==> config.mk <==
export PLATFORM = sky130hd
export DESIGN_NAME = rc_throttle_light_controller
export DESIGN_NICKNAME = d
export VERILOG_FILES = /design/src/rtl/core/rctl_pkg.sv /design/src/rtl/core/rctl_throttle.sv /design/src/rtl/core/rctl_lamps.sv /design/src/rtl/core/rctl_out_queue.sv /design/src/rtl/core/rc_throttle_light_controller.sv
export SDC_FILE = /design/constraint.sdc
export NUM_CORES = 1
export LEC_CHECK = 0
export ABC_AREA = 1
export BUFFER_PORTS_ARGS = -buffer_cell sky130_fd_sc_hd__buf_2
export CORE_ASPECT_RATIO = 0.7
export CORE_MARGIN = 4
export CORE_UTILIZATION = 56
export CTS_CLUSTER_SIZE = 24
export DETAILED_ROUTE_END_ITERATION = 7
export HOLD_SLACK_MARGIN = 0.05
export PLACE_DENSITY_LB_ADDON = 0.2
export SLEW_MARGIN = 20
export SYNTH_ARGS = -nofsm -noshare
export SYNTH_HDL_FRONTEND = slang
export SYNTH_SLANG_ARGS = --single-unit
==> constraint.sdc <==
create_clock -name clk -period 4.6 [get_ports clk]
set_input_delay 0.92 -clock clk [delete_from_list [all_inputs] [get_ports clk]]
set_output_delay 0.92 -clock clk [all_outputs]
set_load 0.05 [all_outputs]
==> src/rtl/core/rctl_pkg.sv <==
// ----------------------------------------------------------------------------
// rctl_pkg: shared types and constants of the throttle light controller
// Holds the command codes, the configuration bundle and the result word.
// ----------------------------------------------------------------------------
package rctl_pkg;

  localparam int unsigned PWM_PERIOD      = 31;
  localparam int unsigned FLAME_BIT_TICKS = 64;
  localparam int unsigned TAIL_FULL       = 32;
  localparam int unsigned FLAME_BITS      = 7;
  localparam int unsigned PWM_W           = $clog2(PWM_PERIOD + 1);

  localparam logic [7:0] RST_NEUTRAL_WIDTH = 8'd188;
  localparam logic [7:0] RST_FULL_WIDTH    = 8'd250;
  localparam logic [5:0] RST_NEUTRAL_BAND  = 6'd6;
  localparam logic [6:0] RST_GLITCH_LIMIT  = 7'd3;
  localparam logic [7:0] RST_HEAT_MAX      = 8'd200;
  localparam logic [7:0] RST_HEAT_IGNITE   = 8'd100;
  localparam logic [7:0] RST_TAIL_DIM      = 8'd8;

  typedef enum logic [2:0] {
    REG_NEUTRAL_WIDTH     = 3'd0,
    REG_FULL_WIDTH        = 3'd1,
    REG_NEUTRAL_BAND      = 3'd2,
    REG_GLITCH_LIMIT      = 3'd3,
    REG_HEAT_MAX          = 3'd4,
    REG_HEAT_IGNITE       = 3'd5,
    REG_BACKFIRE_PATTERNS = 3'd6,
    REG_TAIL_DIM          = 3'd7
  } reg_index_t;

  typedef enum logic [1:0] {
    DRV_IDLE    = 2'd0,
    DRV_FORWARD = 2'd1,
    DRV_BRAKE   = 2'd2
  } cmd_t;

  typedef struct packed {
    logic [7:0]  neutral_width;
    logic [7:0]  full_width;
    logic [5:0]  neutral_band;
    logic [6:0]  glitch_limit;
    logic [7:0]  heat_max;
    logic [7:0]  heat_ignite;
    logic [31:0] backfire_patterns;
    logic [7:0]  tail_dim;
  } cfg_t;

  // decoded throttle word handed to the lamp logic
  typedef struct packed {
    cmd_t command;
    logic hot;
  } thr_dec_t;

  typedef struct packed {
    logic       tail_on;
    logic       reverse_on;
    logic       flame_on;
    logic [1:0] throttle_command;
    logic [7:0] heat_level;
  } result_t;

endpackage

==> src/rtl/core/rctl_throttle.sv <==
// ----------------------------------------------------------------------------
// rctl_throttle: throttle decoder
// Dead band test, signed glitch counter and command decision per word.
// ----------------------------------------------------------------------------
module rctl_throttle import rctl_pkg::*; (
  input  logic       clk,
  input  logic       rst,
  input  cfg_t       cfg,
  input  logic       advance,
  input  logic       pulse_valid,
  input  logic [7:0] pulse_width,
  output thr_dec_t   dec
);

  logic signed [7:0] glitch_counter, glitch_counter_next;
  cmd_t              last_command, last_command_next;

  logic              reversed;
  logic [7:0]        diff;
  logic [7:0]        thr;
  logic [8:0]        upper_edge;
  logic [8:0]        width_plus_band;
  logic              above, below;
  logic signed [7:0] lim_pos, lim_neg;

  always_comb begin
    reversed        = cfg.full_width < cfg.neutral_width;
    diff            = reversed ? (cfg.neutral_width - cfg.full_width)
                               : (cfg.full_width - cfg.neutral_width);
    thr             = reversed ? (cfg.neutral_width - (diff >> 1))
                               : (cfg.neutral_width + (diff >> 1));
    upper_edge      = {1'b0, cfg.neutral_width} + {3'b000, cfg.neutral_band};
    width_plus_band = {1'b0, pulse_width} + {3'b000, cfg.neutral_band};
    above           = {1'b0, pulse_width} > upper_edge;
    // lower edge tested without going below zero
    below           = width_plus_band < {1'b0, cfg.neutral_width};
    lim_pos         = $signed({1'b0, cfg.glitch_limit});
    lim_neg         = -lim_pos;

    glitch_counter_next = glitch_counter;
    last_command_next   = last_command;
    if (pulse_valid) begin
      priority if (above) begin
        if (glitch_counter < lim_pos) begin
          glitch_counter_next = glitch_counter + 8'sd1;
          last_command_next   = DRV_IDLE;
        end else begin
          last_command_next   = reversed ? DRV_BRAKE : DRV_FORWARD;
        end
      end else if (below) begin
        if (glitch_counter > lim_neg) begin
          glitch_counter_next = glitch_counter - 8'sd1;
          last_command_next   = DRV_IDLE;
        end else begin
          last_command_next   = reversed ? DRV_FORWARD : DRV_BRAKE;
        end
      end else begin
        glitch_counter_next = '0;
        last_command_next   = DRV_IDLE;
      end
    end

    dec.command = last_command_next;
    dec.hot     = reversed ? (pulse_width < thr) : (pulse_width > thr);
  end

  always_ff @(posedge clk) begin
    if (rst) begin
      glitch_counter <= '0;
      last_command   <= DRV_IDLE;
    end else if (advance) begin
      glitch_counter <= glitch_counter_next;
      last_command   <= last_command_next;
    end
  end

endmodule

==> src/rtl/core/rctl_lamps.sv <==
// ----------------------------------------------------------------------------
// rctl_lamps: lamp and exhaust state
// Reverse sequence, tail level, heat counter, flame shifter and tail pwm.
// ----------------------------------------------------------------------------
module rctl_lamps import rctl_pkg::*; (
  input  logic       clk,
  input  logic       rst,
  input  cfg_t       cfg,
  input  logic       advance,
  input  logic       pulse_valid,
  input  logic [1:0] pattern_pick,
  input  thr_dec_t   dec,
  output result_t    res
);

  typedef enum logic [1:0] {
    PH_OFF    = 2'd0,
    PH_BRAKED = 2'd1,
    PH_ARMED  = 2'd2
  } phase_t;

  phase_t           reverse_phase, reverse_phase_next;
  logic             reverse_lamp, reverse_lamp_next;
  logic [7:0]       tail_level, tail_level_next;
  logic [7:0]       heat, heat_next;
  logic [7:0]       flame_pattern, flame_pattern_next;
  logic [2:0]       flame_bits_left, flame_bits_left_next;
  logic             flame_lamp, flame_lamp_next;
  logic [7:0]       flame_tick_count, flame_tick_count_next;
  logic [PWM_W-1:0] pwm_phase, pwm_phase_next;

  logic             cool;
  logic [PWM_W:0]   pwm_inc;

  always_comb begin
    reverse_phase_next   = reverse_phase;
    reverse_lamp_next    = reverse_lamp;
    tail_level_next      = tail_level;
    heat_next            = heat;
    flame_pattern_next   = flame_pattern;
    flame_bits_left_next = flame_bits_left;
    flame_lamp_next      = flame_lamp;
    cool                 = 1'b0;

    if (pulse_valid) begin
      unique case (dec.command)
        DRV_FORWARD: begin
          tail_level_next    = cfg.tail_dim;
          reverse_lamp_next  = 1'b0;
          reverse_phase_next = PH_OFF;
          if (dec.hot && (heat < cfg.heat_max)) begin
            heat_next = heat + 8'd1;
          end else if (heat != 8'd0) begin
            heat_next = heat - 8'd1;
          end
        end
        DRV_BRAKE: begin
          if (reverse_phase == PH_ARMED) begin
            reverse_lamp_next = 1'b1;
          end else begin
            tail_level_next    = 8'(TAIL_FULL);
            reverse_phase_next = PH_BRAKED;
          end
          cool = 1'b1;
        end
        default: begin
          tail_level_next = cfg.tail_dim;
          if (reverse_phase == PH_BRAKED) begin
            reverse_phase_next = PH_ARMED;
          end
          cool = 1'b1;
        end
      endcase
    end

    // leaving the throttle while hot loads a backfire pattern
    if (cool) begin
      if (heat >= cfg.heat_ignite) begin
        flame_pattern_next   = cfg.backfire_patterns[{pattern_pick, 3'b000} +: 8];
        flame_bits_left_next = 3'(FLAME_BITS);
        heat_next            = '0;
      end else if (heat != 8'd0) begin
        heat_next = heat - 8'd1;
      end
    end

    flame_tick_count_next = flame_tick_count - 8'd1;
    if (flame_tick_count_next == 8'd0) begin
      flame_tick_count_next = 8'(FLAME_BIT_TICKS);
      if (flame_bits_left_next != 3'd0) begin
        flame_bits_left_next = flame_bits_left_next - 3'd1;
        flame_lamp_next      = flame_pattern_next[0];
        flame_pattern_next   = flame_pattern_next >> 1;
      end
    end

    pwm_inc        = {1'b0, pwm_phase} + 1'b1;
    pwm_phase_next = (pwm_inc > (PWM_W + 1)'(PWM_PERIOD)) ? '0 : pwm_inc[PWM_W-1:0];

    res.tail_on          = tail_level_next > 8'(pwm_phase_next);
    res.reverse_on       = reverse_lamp_next;
    res.flame_on         = flame_lamp_next;
    res.throttle_command = dec.command;
    res.heat_level       = heat_next;
  end

  always_ff @(posedge clk) begin
    if (rst) begin
      reverse_phase    <= PH_OFF;
      reverse_lamp     <= 1'b0;
      tail_level       <= RST_TAIL_DIM;
      heat             <= '0;
      flame_pattern    <= '0;
      flame_bits_left  <= '0;
      flame_lamp       <= 1'b0;
      flame_tick_count <= '0;
      pwm_phase        <= '0;
    end else if (advance) begin
      reverse_phase    <= reverse_phase_next;
      reverse_lamp     <= reverse_lamp_next;
      tail_level       <= tail_level_next;
      heat             <= heat_next;
      flame_pattern    <= flame_pattern_next;
      flame_bits_left  <= flame_bits_left_next;
      flame_lamp       <= flame_lamp_next;
      flame_tick_count <= flame_tick_count_next;
      pwm_phase        <= pwm_phase_next;
    end
  end

endmodule

==> src/rtl/core/rctl_out_queue.sv <==
// ----------------------------------------------------------------------------
// rctl_out_queue: result buffer
// Two-word queue between the lamp logic and the output channel.
// ----------------------------------------------------------------------------
module rctl_out_queue import rctl_pkg::*; (
  input  logic    clk,
  input  logic    rst,
  input  logic    push,
  input  result_t push_word,
  output logic    can_push,
  output logic    out_valid,
  input  logic    out_ready,
  output result_t out_word
);

  result_t    entry [2];
  logic       wr_ptr, rd_ptr;
  logic [1:0] count;
  logic       pop;

  assign out_valid = count != 2'd0;
  assign pop       = out_valid && out_ready;
  assign can_push  = (count != 2'd2) || out_ready;
  assign out_word  = entry[rd_ptr];

  always_ff @(posedge clk) begin
    if (push) begin
      entry[wr_ptr] <= push_word;
    end
  end

  always_ff @(posedge clk) begin
    if (rst) begin
      wr_ptr <= 1'b0;
      rd_ptr <= 1'b0;
      count  <= '0;
    end else begin
      if (push) begin
        wr_ptr <= ~wr_ptr;
      end
      if (pop) begin
        rd_ptr <= ~rd_ptr;
      end
      unique case ({push, pop})
        2'b10:   count <= count + 2'd1;
        2'b01:   count <= count - 2'd1;
        default: count <= count;
      endcase
    end
  end

endmodule

==> src/rtl/core/rc_throttle_light_controller.sv <==
// ----------------------------------------------------------------------------
// rc_throttle_light_controller: throttle driven lamp controller, top level
// Path: input register, then the two-word result queue to the output.
// Throughput: one word per cycle while the queue can take a result, set by
// the single pass from input register to the two-word result queue.
// Reset: synchronous; registers return to their defaults, state clears.
// ----------------------------------------------------------------------------
module rc_throttle_light_controller import rctl_pkg::*; (
  input  logic        clk,
  input  logic        rst,
  input  logic        cfg_we,
  input  logic [2:0]  cfg_index,
  input  logic [31:0] cfg_data,
  input  logic        in_valid,
  output logic        in_ready,
  input  logic        pulse_valid,
  input  logic [7:0]  pulse_width,
  input  logic [1:0]  pattern_pick,
  output logic        out_valid,
  input  logic        out_ready,
  output logic        tail_on,
  output logic        reverse_on,
  output logic        flame_on,
  output logic [1:0]  throttle_command,
  output logic [7:0]  heat_level
);

  cfg_t       cfg;
  logic       stg_valid;
  logic       stg_pulse_valid;
  logic [7:0] stg_pulse_width;
  logic [1:0] stg_pick;
  logic       can_push;
  logic       advance;
  thr_dec_t   dec;
  result_t    res;
  result_t    out_word;

  always_ff @(posedge clk) begin
    if (rst) begin
      cfg.neutral_width     <= RST_NEUTRAL_WIDTH;
      cfg.full_width        <= RST_FULL_WIDTH;
      cfg.neutral_band      <= RST_NEUTRAL_BAND;
      cfg.glitch_limit      <= RST_GLITCH_LIMIT;
      cfg.heat_max          <= RST_HEAT_MAX;
      cfg.heat_ignite       <= RST_HEAT_IGNITE;
      cfg.backfire_patterns <= '0;
      cfg.tail_dim          <= RST_TAIL_DIM;
    end else if (cfg_we) begin
      unique case (reg_index_t'(cfg_index))
        REG_NEUTRAL_WIDTH:     cfg.neutral_width     <= cfg_data[7:0];
        REG_FULL_WIDTH:        cfg.full_width        <= cfg_data[7:0];
        REG_NEUTRAL_BAND:      cfg.neutral_band      <= cfg_data[5:0];
        REG_GLITCH_LIMIT:      cfg.glitch_limit      <= cfg_data[6:0];
        REG_HEAT_MAX:          cfg.heat_max          <= cfg_data[7:0];
        REG_HEAT_IGNITE:       cfg.heat_ignite       <= cfg_data[7:0];
        REG_BACKFIRE_PATTERNS: cfg.backfire_patterns <= cfg_data;
        REG_TAIL_DIM:          cfg.tail_dim          <= cfg_data[7:0];
        default:               cfg.tail_dim          <= cfg.tail_dim;
      endcase
    end
  end

  // input register moves on whenever the queue can take its result
  assign advance  = stg_valid && can_push;
  assign in_ready = !stg_valid || can_push;

  always_ff @(posedge clk) begin
    if (rst) begin
      stg_valid <= 1'b0;
    end else if (in_ready) begin
      stg_valid <= in_valid;
    end
  end

  always_ff @(posedge clk) begin
    if (in_ready && in_valid) begin
      stg_pulse_valid <= pulse_valid;
      stg_pulse_width <= pulse_width;
      stg_pick        <= pattern_pick;
    end
  end

  rctl_throttle u_throttle (
    .clk         (clk),
    .rst         (rst),
    .cfg         (cfg),
    .advance     (advance),
    .pulse_valid (stg_pulse_valid),
    .pulse_width (stg_pulse_width),
    .dec         (dec)
  );

  rctl_lamps u_lamps (
    .clk          (clk),
    .rst          (rst),
    .cfg          (cfg),
    .advance      (advance),
    .pulse_valid  (stg_pulse_valid),
    .pattern_pick (stg_pick),
    .dec          (dec),
    .res          (res)
  );

  rctl_out_queue u_out_queue (
    .clk       (clk),
    .rst       (rst),
    .push      (advance),
    .push_word (res),
    .can_push  (can_push),
    .out_valid (out_valid),
    .out_ready (out_ready),
    .out_word  (out_word)
  );

  assign tail_on          = out_word.tail_on;
  assign reverse_on       = out_word.reverse_on;
  assign flame_on         = out_word.flame_on;
  assign throttle_command = out_word.throttle_command;
  assign heat_level       = out_word.heat_level;

endmodule
# After elaboration in Yosys (flattened, before gate mapping)
# Memories as Yosys holds them, arrays and structs flattened. A register that Yosys moved wholly into a read port is not among the register bits.
# Index checks and enable logic that the tools add are counted.
classes:
  n_bitwise: 2
  add_sub_neg: 16
  n_mux: 49
  n_shift: 1
  magnitude_cmp: 11
  n_eq_ne: 17
  multipliers: 0
  reduce_logical: 24
  div: 0
ops:
  columns: ["cell", "n"]
  rows:
  - ["8-bit two-way mux", 21]
  - ["8-bit less-than comparator", 4]
  - ["32-bit by 6-bit variable part select with 8-bit output", 1]
  - ["8-bit by 6-bit adder with 9-bit output", 2]
  - ["2-bit two-way mux", 9]
  - ["8-bit > comparator", 2]
  - ["2-bit AND reduction", 8]
  - ["8-bit by 1-bit subtractor with 8-bit output, second input constant", 2]
  - ["8-bit subtractor", 2]
  - ["3-bit == test, second input constant", 4]
  - ["3-bit two-way mux", 4]
  - ["1-bit two-way mux", 11]
  - ["8-bit by 9-bit > comparator with 1-bit output", 1]
  - ["9-bit by 8-bit less-than comparator with 1-bit output", 1]
  - ["8-bit by 1-bit adder with 8-bit output, second input constant", 1]
  - ["8-bit by 2-bit adder with 8-bit output, second input constant", 1]
  - ["8-bit by 7-bit adder with 8-bit output", 1]
  - ["8-bit greater-or-equal comparator", 1]
  - ["8-bit by 5-bit > comparator with 1-bit output", 1]
  - ["8-bit zero test", 1]
  - ["7-bit negation with 8-bit output", 1]
  - ["2-bit case mux with 2 select lines", 2]
  - ["4-bit AND reduction", 2]
  - ["8-bit nonzero test", 1]
  - ["other kinds (22)", 36]
totals:
  ram_bits: 26
  reg_bits: 155
  out_inout_bits: 15
  elab_cells: 147
  mem_bits_ro: 0
  latch_bits: 0
  memories: 1
mem_list:
  columns: ["memory", "words", "word_bits", "rd", "rd_ports_with_merged_regs", "write_ports", "line", "source"]
  rows:
  - ["u_out_queue.entry", 2, 13, 1, 1, 1, "rctl_out_queue.sv:16", "result_t entry [2];"]

# Longest topological paths before layout
# Gate-level depths: netlist (run 1).
depth:
  ltp_word: 13
  depth_mapped: 38
  mapped_depth_nobuf: 37

# Hierarchy
# Synthesis (run 1) repeated with hierarchy kept, for this count alone.
hier_totals:
  cells_unflattened: 1781
  area_unflattened_um2: 12436.9
by_module_without_submodules:
  columns: ["mod", "cells_per_inst", "seq_area_each_um2", "area_each_um2", "instances"]
  rows:
  - ["rctl_lamps", 604, 880.8, 3784.9, 1]
  - ["rc_throttle_light_controller", 506, 2052.0, 3743.6, 1]
  - ["rctl_throttle", 593, 200.2, 3689.8, 1]
  - ["rctl_out_queue", 78, 880.8, 1218.7, 1]

# Worst setup path after synthesis (run 1)
# Ideal clock, no wire load.
synth_timing:
  path_type: "register to register"
  start: "register cfg[63] (netlist name)"
  end: "register u_lamps.flame_pattern[1]"
  arrival_ns: 4.783
  setup_ns: 0.056
  stages_incl_launch_ff: 36
  path_slack_ns: -0.239
  period_less_slack_ns: 4.839
  required_time_ns: 4.544
  path_cell_list: "dfxtp_1 ha_1 fa_1 nand3_1 nand2_1 a21oi_1 o21ai_0 xor2_1 ha_1 nand2_1 nor2_1 a21oi_1 nand2_1 nand3_1 clkbuf_1 nand3_1 nand2_1 nand2_1 nand2_1 inv_1 ha_1 nor2_2 nand2_1 buf_2 inv_1 nor2_1 ha_1 ha_1 inv_1 nand4_1 nor2_1 buf_4 nand2_1 nand3_1 nand2_1 inv_1"
synth_lines:
  columns: ["element", "line", "source"]
  rows:
  - ["end signal, assigned", "rctl_lamps.sv:123", "flame_pattern <= flame_pattern_next;"]
  - ["end, declared", "rctl_lamps.sv:26", "logic [7:0] flame_pattern, flame_pattern_next;"]

==> results of run 1 <==
## registers in the layout, summed over array words and instances (netlist names), named ones only
signal / flops
cfg: 85
stg_pick: 2
stg_pulse_valid: 1
stg_pulse_width: 8
stg_valid: 1
u_lamps.flame_bits_left: 3
u_lamps.flame_lamp: 1
u_lamps.flame_pattern: 8
u_lamps.flame_tick_count: 8
u_lamps.heat: 8
u_lamps.pwm_phase: 5
u_lamps.reverse_lamp: 1
u_lamps.reverse_phase: 2
u_lamps.tail_level: 8
u_out_queue.count: 2
u_out_queue.entry: 26
u_out_queue.rd_ptr: 1
u_out_queue.wr_ptr: 1
u_throttle.glitch_counter: 8
u_throttle.last_command: 2
## critical path, delay by kind of cell, from the launching register on
kind	cells	cell delay, ns
adder cells (fa/ha/maj)	3	0.93
flip-flops	1	0.33
XOR/XNOR	2	0.37
AND/OR/NAND/NOR	22	1.82
buffers and inverters	7	0.69
AO/OA/AOI/OAI	2	0.38
## metal layers
layer | vias up | wire [microns]
met5 | - | 0
met4 | 0 | 986
met3 | 85 | 3350
met2 | 568 | 14200
met1 | 5383 | 15500
li1 | 5536 | -
## report_power, final
part           switching (mW)  total (mW)  internal [mW]  leakage, nW
registers              0.0828        1.80           1.72         1.53
logic                    1.17        2.02          0.850         5.03
clock network           0.630        1.39          0.764        0.266
total                    1.88        5.22           3.34         6.82
## timing repair
action	in CTS	in global routing
gates cloned	1	0
setup buffers	35	25
hold buffers	0	0
endpoints found under the setup margin	40	47
hold endpoints to repair	0	0
pin swaps	50	95
resized for setup	84	135
## cell type report
type                            instances  area (sq um)
Sequential cell                       182          4040
Clock inverter                          7          46.3
Multi-Input combinational cell       1128          7250
Fill cell                            1481          5440
Clock buffer                           24           504
Tap cell                              270           338
Timing Repair Buffer                  238          1710
Inverter                              177           681
## cell usage after synthesis (5+ instances only)
cell type | n | share of area, %
nand3_2 | 5 | 0.44
edfxtp_1 | 37 | 9.7
o21ai_0 | 115 | 5.0
buf_1 | 5 | 0.16
xnor2_1 | 14 | 1.1
or2_2 | 8 | 0.44
o211ai_1 | 22 | 1.4
nor2_1 | 166 | 5.4
xor2_1 | 47 | 3.6
clkbuf_1 | 35 | 1.1
nand2_1 | 307 | 10
mux2_2 | 13 | 1.3
ha_1 | 105 | 11
nand2_2 | 9 | 0.49
nand4_1 | 31 | 1.7
a21o_1 | 5 | 0.33
dfxtp_1 | 145 | 25
nor3_1 | 14 | 0.61
a211oi_1 | 6 | 0.39
o21bai_1 | 5 | 0.33
o22ai_1 | 5 | 0.27
fa_1 | 5 | 0.87
nand3_1 | 84 | 3.7
a32o_1 | 6 | 0.52
inv_1 | 173 | 5.6
buf_2 | 8 | 0.35
a21oi_1 | 119 | 5.2
## stage by stage
stage,setup WS (ns),std cells,hold slack [ns]
2_1_floorplan,0.00981,1541,0.426
3_3_place_gp,-0.286,1946,0.435
3_5_place_dp,-0.374,1946,0.444
4_1_cts,-0.0475,2013,0.455
5_1_grt,-0.454,2026,0.485
6_report,-0.200,2026,0.463
## final timing paths
| kind | to |
|---|---|
| setup / recovery | u_out_queue.entry[0][0] |
| hold / removal | cfg[49] |
| setup reg to reg | u_out_queue.entry[0][0] |
| hold reg to reg | cfg[49] |
## cell families after synthesis
group / count (synthesis)
adder cells (fa/ha/maj): 110
flip-flops: 182
XOR/XNOR: 61
AND/OR/NAND/NOR: 634
buffers and inverters: 231
AO/OA/AOI/OAI: 310
multiplexers: 13
## cell usage in the layout, fill, tap and decap left out, types with 24 or more instances in the layout
master / n
nand2_1: 260
nor2_1: 154
inv_1: 152
buf_4: 149
dfxtp_1: 130
o21ai_0: 110
a21oi_1: 108
ha_1: 86
buf_2: 65
nand3_1: 60
nand2_2: 46
xor2_1: 46
edfxtp_1: 37
nand4_1: 31
nand3_2: 26
buf_6: 24
==> flow_metrics.tcl, run 1 <==
set metrics [dict create \
    netlist_instances 1541 \
    initial_core_util_pct 57.5 \
    synth_ff_type "dfxtp_1" \
    gp_congestion 0.986 \
    cts_tree "done" \
    viasPerCell 5.71 \
    rsz0062_at_grt "yes" \
    numCtsBuffers 17 \
    root_buffer "clkbuf_16" \
    grt_max_degree 79 \
    routed_wl_microns 34100 \
    fin_ws_ns -0.200 \
    grt_use_total_pct 28.6 \
    seq_area_frac_synth_pct 34.9 \
    worstSetupPathType "reg2reg" \
    finalCritPeriodShare_pct 104 \
    top_usage_layer "met1" \
    cp_max_fo 7 \
    synth_compound_area_share_pct 15.4 \
    met2_usage_pct 41.4 \
    finalSetupViolations 40 \
    synthAdderAreaFrac_pct 12.3 \
    cp.required_ns 4.79 \
    r2r-start "cfg[69]" \
    fin_util_pct 72.8 \
    worst_slew_pin_slew_ns 1.02 \
    fmax_mhz 208 \
    clk_latency_ns 0.44 \
    yosys.area_share.simple_pct 23.5 \
    tns_ns -4.42 \
    power_leakage_nw 6.82 \
    muxShareOfSynthArea_pct 1.27 \
    startpoint_type "register" \
    maxSlewViolCount 0 \
    slew_headroom_pct 31.5 \
    cpMaxStageDelayCell "fa_2" \
    layout.nets 1905 \
    holdCritPathClass "reg2reg" \
    num_rows 43 \
    grt-ovfl-total 0 \
    reg2regPathDepth 36 \
    core_area_sq_um 20000 \
    postSynthAreaPerCell_sq_um 7.46 \
    grt_use_met1_pct 43.1 \
    ant_nets 0 \
    synth_edf_count 37 \
    grt_pass1_vias 10500 \
    ys_async_sr_fraction_pct 0 \
    critical_path.max_stage_delay_ns 0.37 \
    holdPathStages 2 \
    critPathCaptureType "register" \
    yosysWarningCount 0 \
    worstHoldStart "cfg[49]" \
    grt.met3_usage_pct 5.60 \
    min_period_ns 4.80 \
    cap_violations 0 \
    io_pins 66 \
    outcome "complete, but fails checks" \
    clockBufferDepth 2 \
    die_h_microns 128 \
    finalHoldViolCount 0 \
    grt_antenna_before_repair 0 \
    skew_ns 0.0118 \
    irDropWorstVdd_mv 0.271 \
    postPlaceCellArea_sq_um 12900 \
    drive_above_1_share_pct 27.3 \
    cts.htree.levels 4 \
    crit_start "cfg[69]" \
    numClockSinks 182 \
    fp.dieW_microns 179 \
    grt_first_pass_wirelength_microns 52900 \
    drt_iter0_drc 1258 \
    cp_common_cell "nand2_2" \
    netlist_area_sq_um 11500 \
    synthXorXnorAreaFrac_pct 4.64 \
    syn-num-nets 1702 \
    dieArea_sq_um 22900 \
    total_power_mw 5.22 \
    violations "setup timing" \
    clk_pin_slew_worst_paths_ns 0.07 \
    synth_cell_type_count 46 \
    avgRoutedWirePerCell_microns 16.8 \
    dr.pass1.iters 6 \
    area_growth_pct 26.7 \
    ys_seq_elements 182 \
    numPortBuffers 65 \
    synth_top_family_by_area "simple AND/OR/NAND/NOR gates" \
    r2r_setup_slack_ns -0.20 \
    final_cell_area_sq_um 14600 \
    vias 11600 \
    cp.arrival_ns 4.99 \
    dp.final_hpwl_microns 22800 \
    route.detailed.drc 0 \
    power_per_cell_area_nw_per_um2 358 \
    antenna_cells 0 \
]
Power figures use the tool's default switching activity.
==> run 2: changes to the inputs <==
- CAP_MARGIN: default -> 10
- SKIP_LAST_GASP: default -> 1
==> run 2 against run 1 <==
The run still ends with setup timing left. Global-route usage is 0.18 points lower. Critical path depth is 1 higher. Worst hold slack hardly changed. Via count is 0.96% lower. Core utilization hardly changed. Critical path type unchanged.
==> flow_metrics.tcl, run 2 (same netlist as run 1, synthesis figures left out) <==
set metrics [dict create \
    maxSlewViolCount 0 \
    irDropWorstVdd_mv 0.269 \
    layout_common_cells "nand2_1 (260), nor2_1 (156), buf_4 (153)" \
    critical_path.max_stage_delay_ns 0.37 \
    grt-ovfl-total 0 \
    netSwitchingPower_mw 1.89 \
    initial_core_util_pct 57.5 \
    finalCritPeriodShare_pct 104 \
    clk_latency_ns 0.44 \
    largest_reg_flops 85 \
    worstSetupPathType "reg2reg" \
    fin_util_pct 72.8 \
    cpMaxStageDelayCell "fa_2" \
    dieArea_sq_um 22900 \
    layout.nets 1902 \
    numPortBuffers 65 \
    grt_max_degree 79 \
    worst_slew_pin_slew_ns 1.04 \
    cts.htree.levels 4 \
    power_per_cell_area_nw_per_um2 361 \
    tns_ns -3.49 \
    drive_above_1_share_pct 27.5 \
    numClockSinks 182 \
    skew_ns 0.0125 \
    cp_common_cell "nand2_2" \
    total_power_mw 5.26 \
    cp.required_ns 4.79 \
    io_pins 66 \
    p_seq_share_pct 34.3 \
    fin_ws_ns -0.192 \
    startpoint_type "register" \
    numCtsBuffers 17 \
    swShare_pct 36.0 \
    power.internal_mw 3.37 \
    power_leakage_nw 6.85 \
    ant_nets 0 \
    combPwrFrac_pct 39.2 \
    clockBufferDepth 2 \
    final_common_cell "nand2_1" \
    largest_register "cfg" \
    clk_pin_slew_worst_paths_ns 0.07 \
    grt_use_met1_pct 42.5 \
    top_usage_layer "met1" \
    min_period_ns 4.79 \
    cp.arrival_ns 4.99 \
    dr.pass1.iters 6 \
    fmax_mhz 209 \
    num_rows 43 \
    avgRoutedWirePerCell_microns 16.7 \
    met2_usage_pct 40.9 \
    grt.met3_usage_pct 6.40 \
    grt_first_pass_wirelength_microns 52600 \
    cap_violations 0 \
    viasPerCell 5.67 \
    fp.dieW_microns 179 \
    drt_iter0_drc 1232 \
    grt_antenna_before_repair 0 \
    cp_max_fo 7 \
    register_area_sq_um 4040 \
    p_clk_share_pct 26.5 \
    dp.final_hpwl_microns 22800 \
    violations "setup timing" \
    antenna_cells 0 \
    rsz0062_at_grt "yes" \
    outcome "complete, but fails checks" \
    reg.largest.list "cfg x85, u_out_queue.entry x26" \
    finalSetupViolations 39 \
    multi_input_area_sq_um 7310 \
    finalHoldViolCount 0 \
    gp_congestion 0.986 \
    route.detailed.drc 0 \
    critPathCaptureType "register" \
    holdCritPathClass "reg2reg" \
    root_buffer "clkbuf_16" \
    routed_wl_microns 33700 \
    fill_cells 1495 \
    vias 11500 \
    grt_use_total_pct 28.5 \
    area_growth_pct 26.7 \
    cts_tree "done" \
    core_area_sq_um 20000 \
    slew_headroom_pct 30.4 \
    grt_pass1_vias 10400 \
    die_h_microns 128 \
]
==> run 2: stage by stage <==
step                worst slack (ns)  instances  cell area, sq um  hold WS (ns)
finish                        -0.192       2023             14600         0.463
global placement              -0.286       1946             12900         0.435
detailed placement            -0.374       1946             12900         0.444
CTS                           -0.108       2013             14000         0.455
global route                  -0.436       2023             14600         0.486
floorplan                    0.00981       1541             11500         0.426
==> run 2: power groups by stage <==
stage          combinational, mW  sequential, mW  clock [mW]
3_3_place_gp                1.52            1.83           0
3_5_place_dp                1.55            1.83           0
5_1_grt                     2.25            1.81        1.47
4_1_cts                     1.74            1.80        1.39
2_1_floorplan               1.07            1.80           0
6_report                    2.06            1.80        1.39
==> run 2: final cells by class <==
class | count | area share (%)
clock inverter | 7 | 0.318
tap | 270 | 2.32
clock buffer | 24 | 3.46
inverter | 177 | 4.65
multi-input combinational | 1128 | 50.1
sequential | 182 | 27.7
timing repair buffer | 235 | 11.4
==> run 2: critical path: cells and delay by family, from the launching register on <==
family / cells / cell delay (ns)
flip-flops: 1 / 0.33
AND/OR/NAND/NOR: 24 / 2.03
AO/OA/AOI/OAI: 2 / 0.32
XOR/XNOR: 2 / 0.37
adder cells (fa/ha/maj): 3 / 0.94
buffers and inverters: 6 / 0.54
==> run 2: worst paths after layout <==
kind                 startpoint                      end  slack, ns  depth (start not counted)
max                     cfg[69]  u_out_queue.entry[0][0]      -0.19                         37
min          u_out_queue.rd_ptr       u_out_queue.rd_ptr       0.46                          1
max reg2reg             cfg[69]  u_out_queue.entry[0][0]      -0.19                         37
min reg2reg  u_out_queue.rd_ptr       u_out_queue.rd_ptr       0.46                          1
==> run 2: what timing repair did <==
| action | 4_1_cts | 5_1_grt |
|---|---|---|
| gates resized for setup | 74 | 149 |
| setup buffers | 35 | 19 |
| cloned | 1 | 0 |
| endpoints found under the setup margin | 40 | 49 |
| endpoints found under the hold margin | 0 | 0 |
| hold buffers | 0 | 0 |
| pin swaps | 50 | 91 |
==> run 2: per-layer routing <==
metal  vias to the layer above  routed length (microns)
li1                       5539                        -
met1                      5323                    15500
met2                       533                    14200
met3                        66                     3210
met4                         0                      856
met5                         -                        0
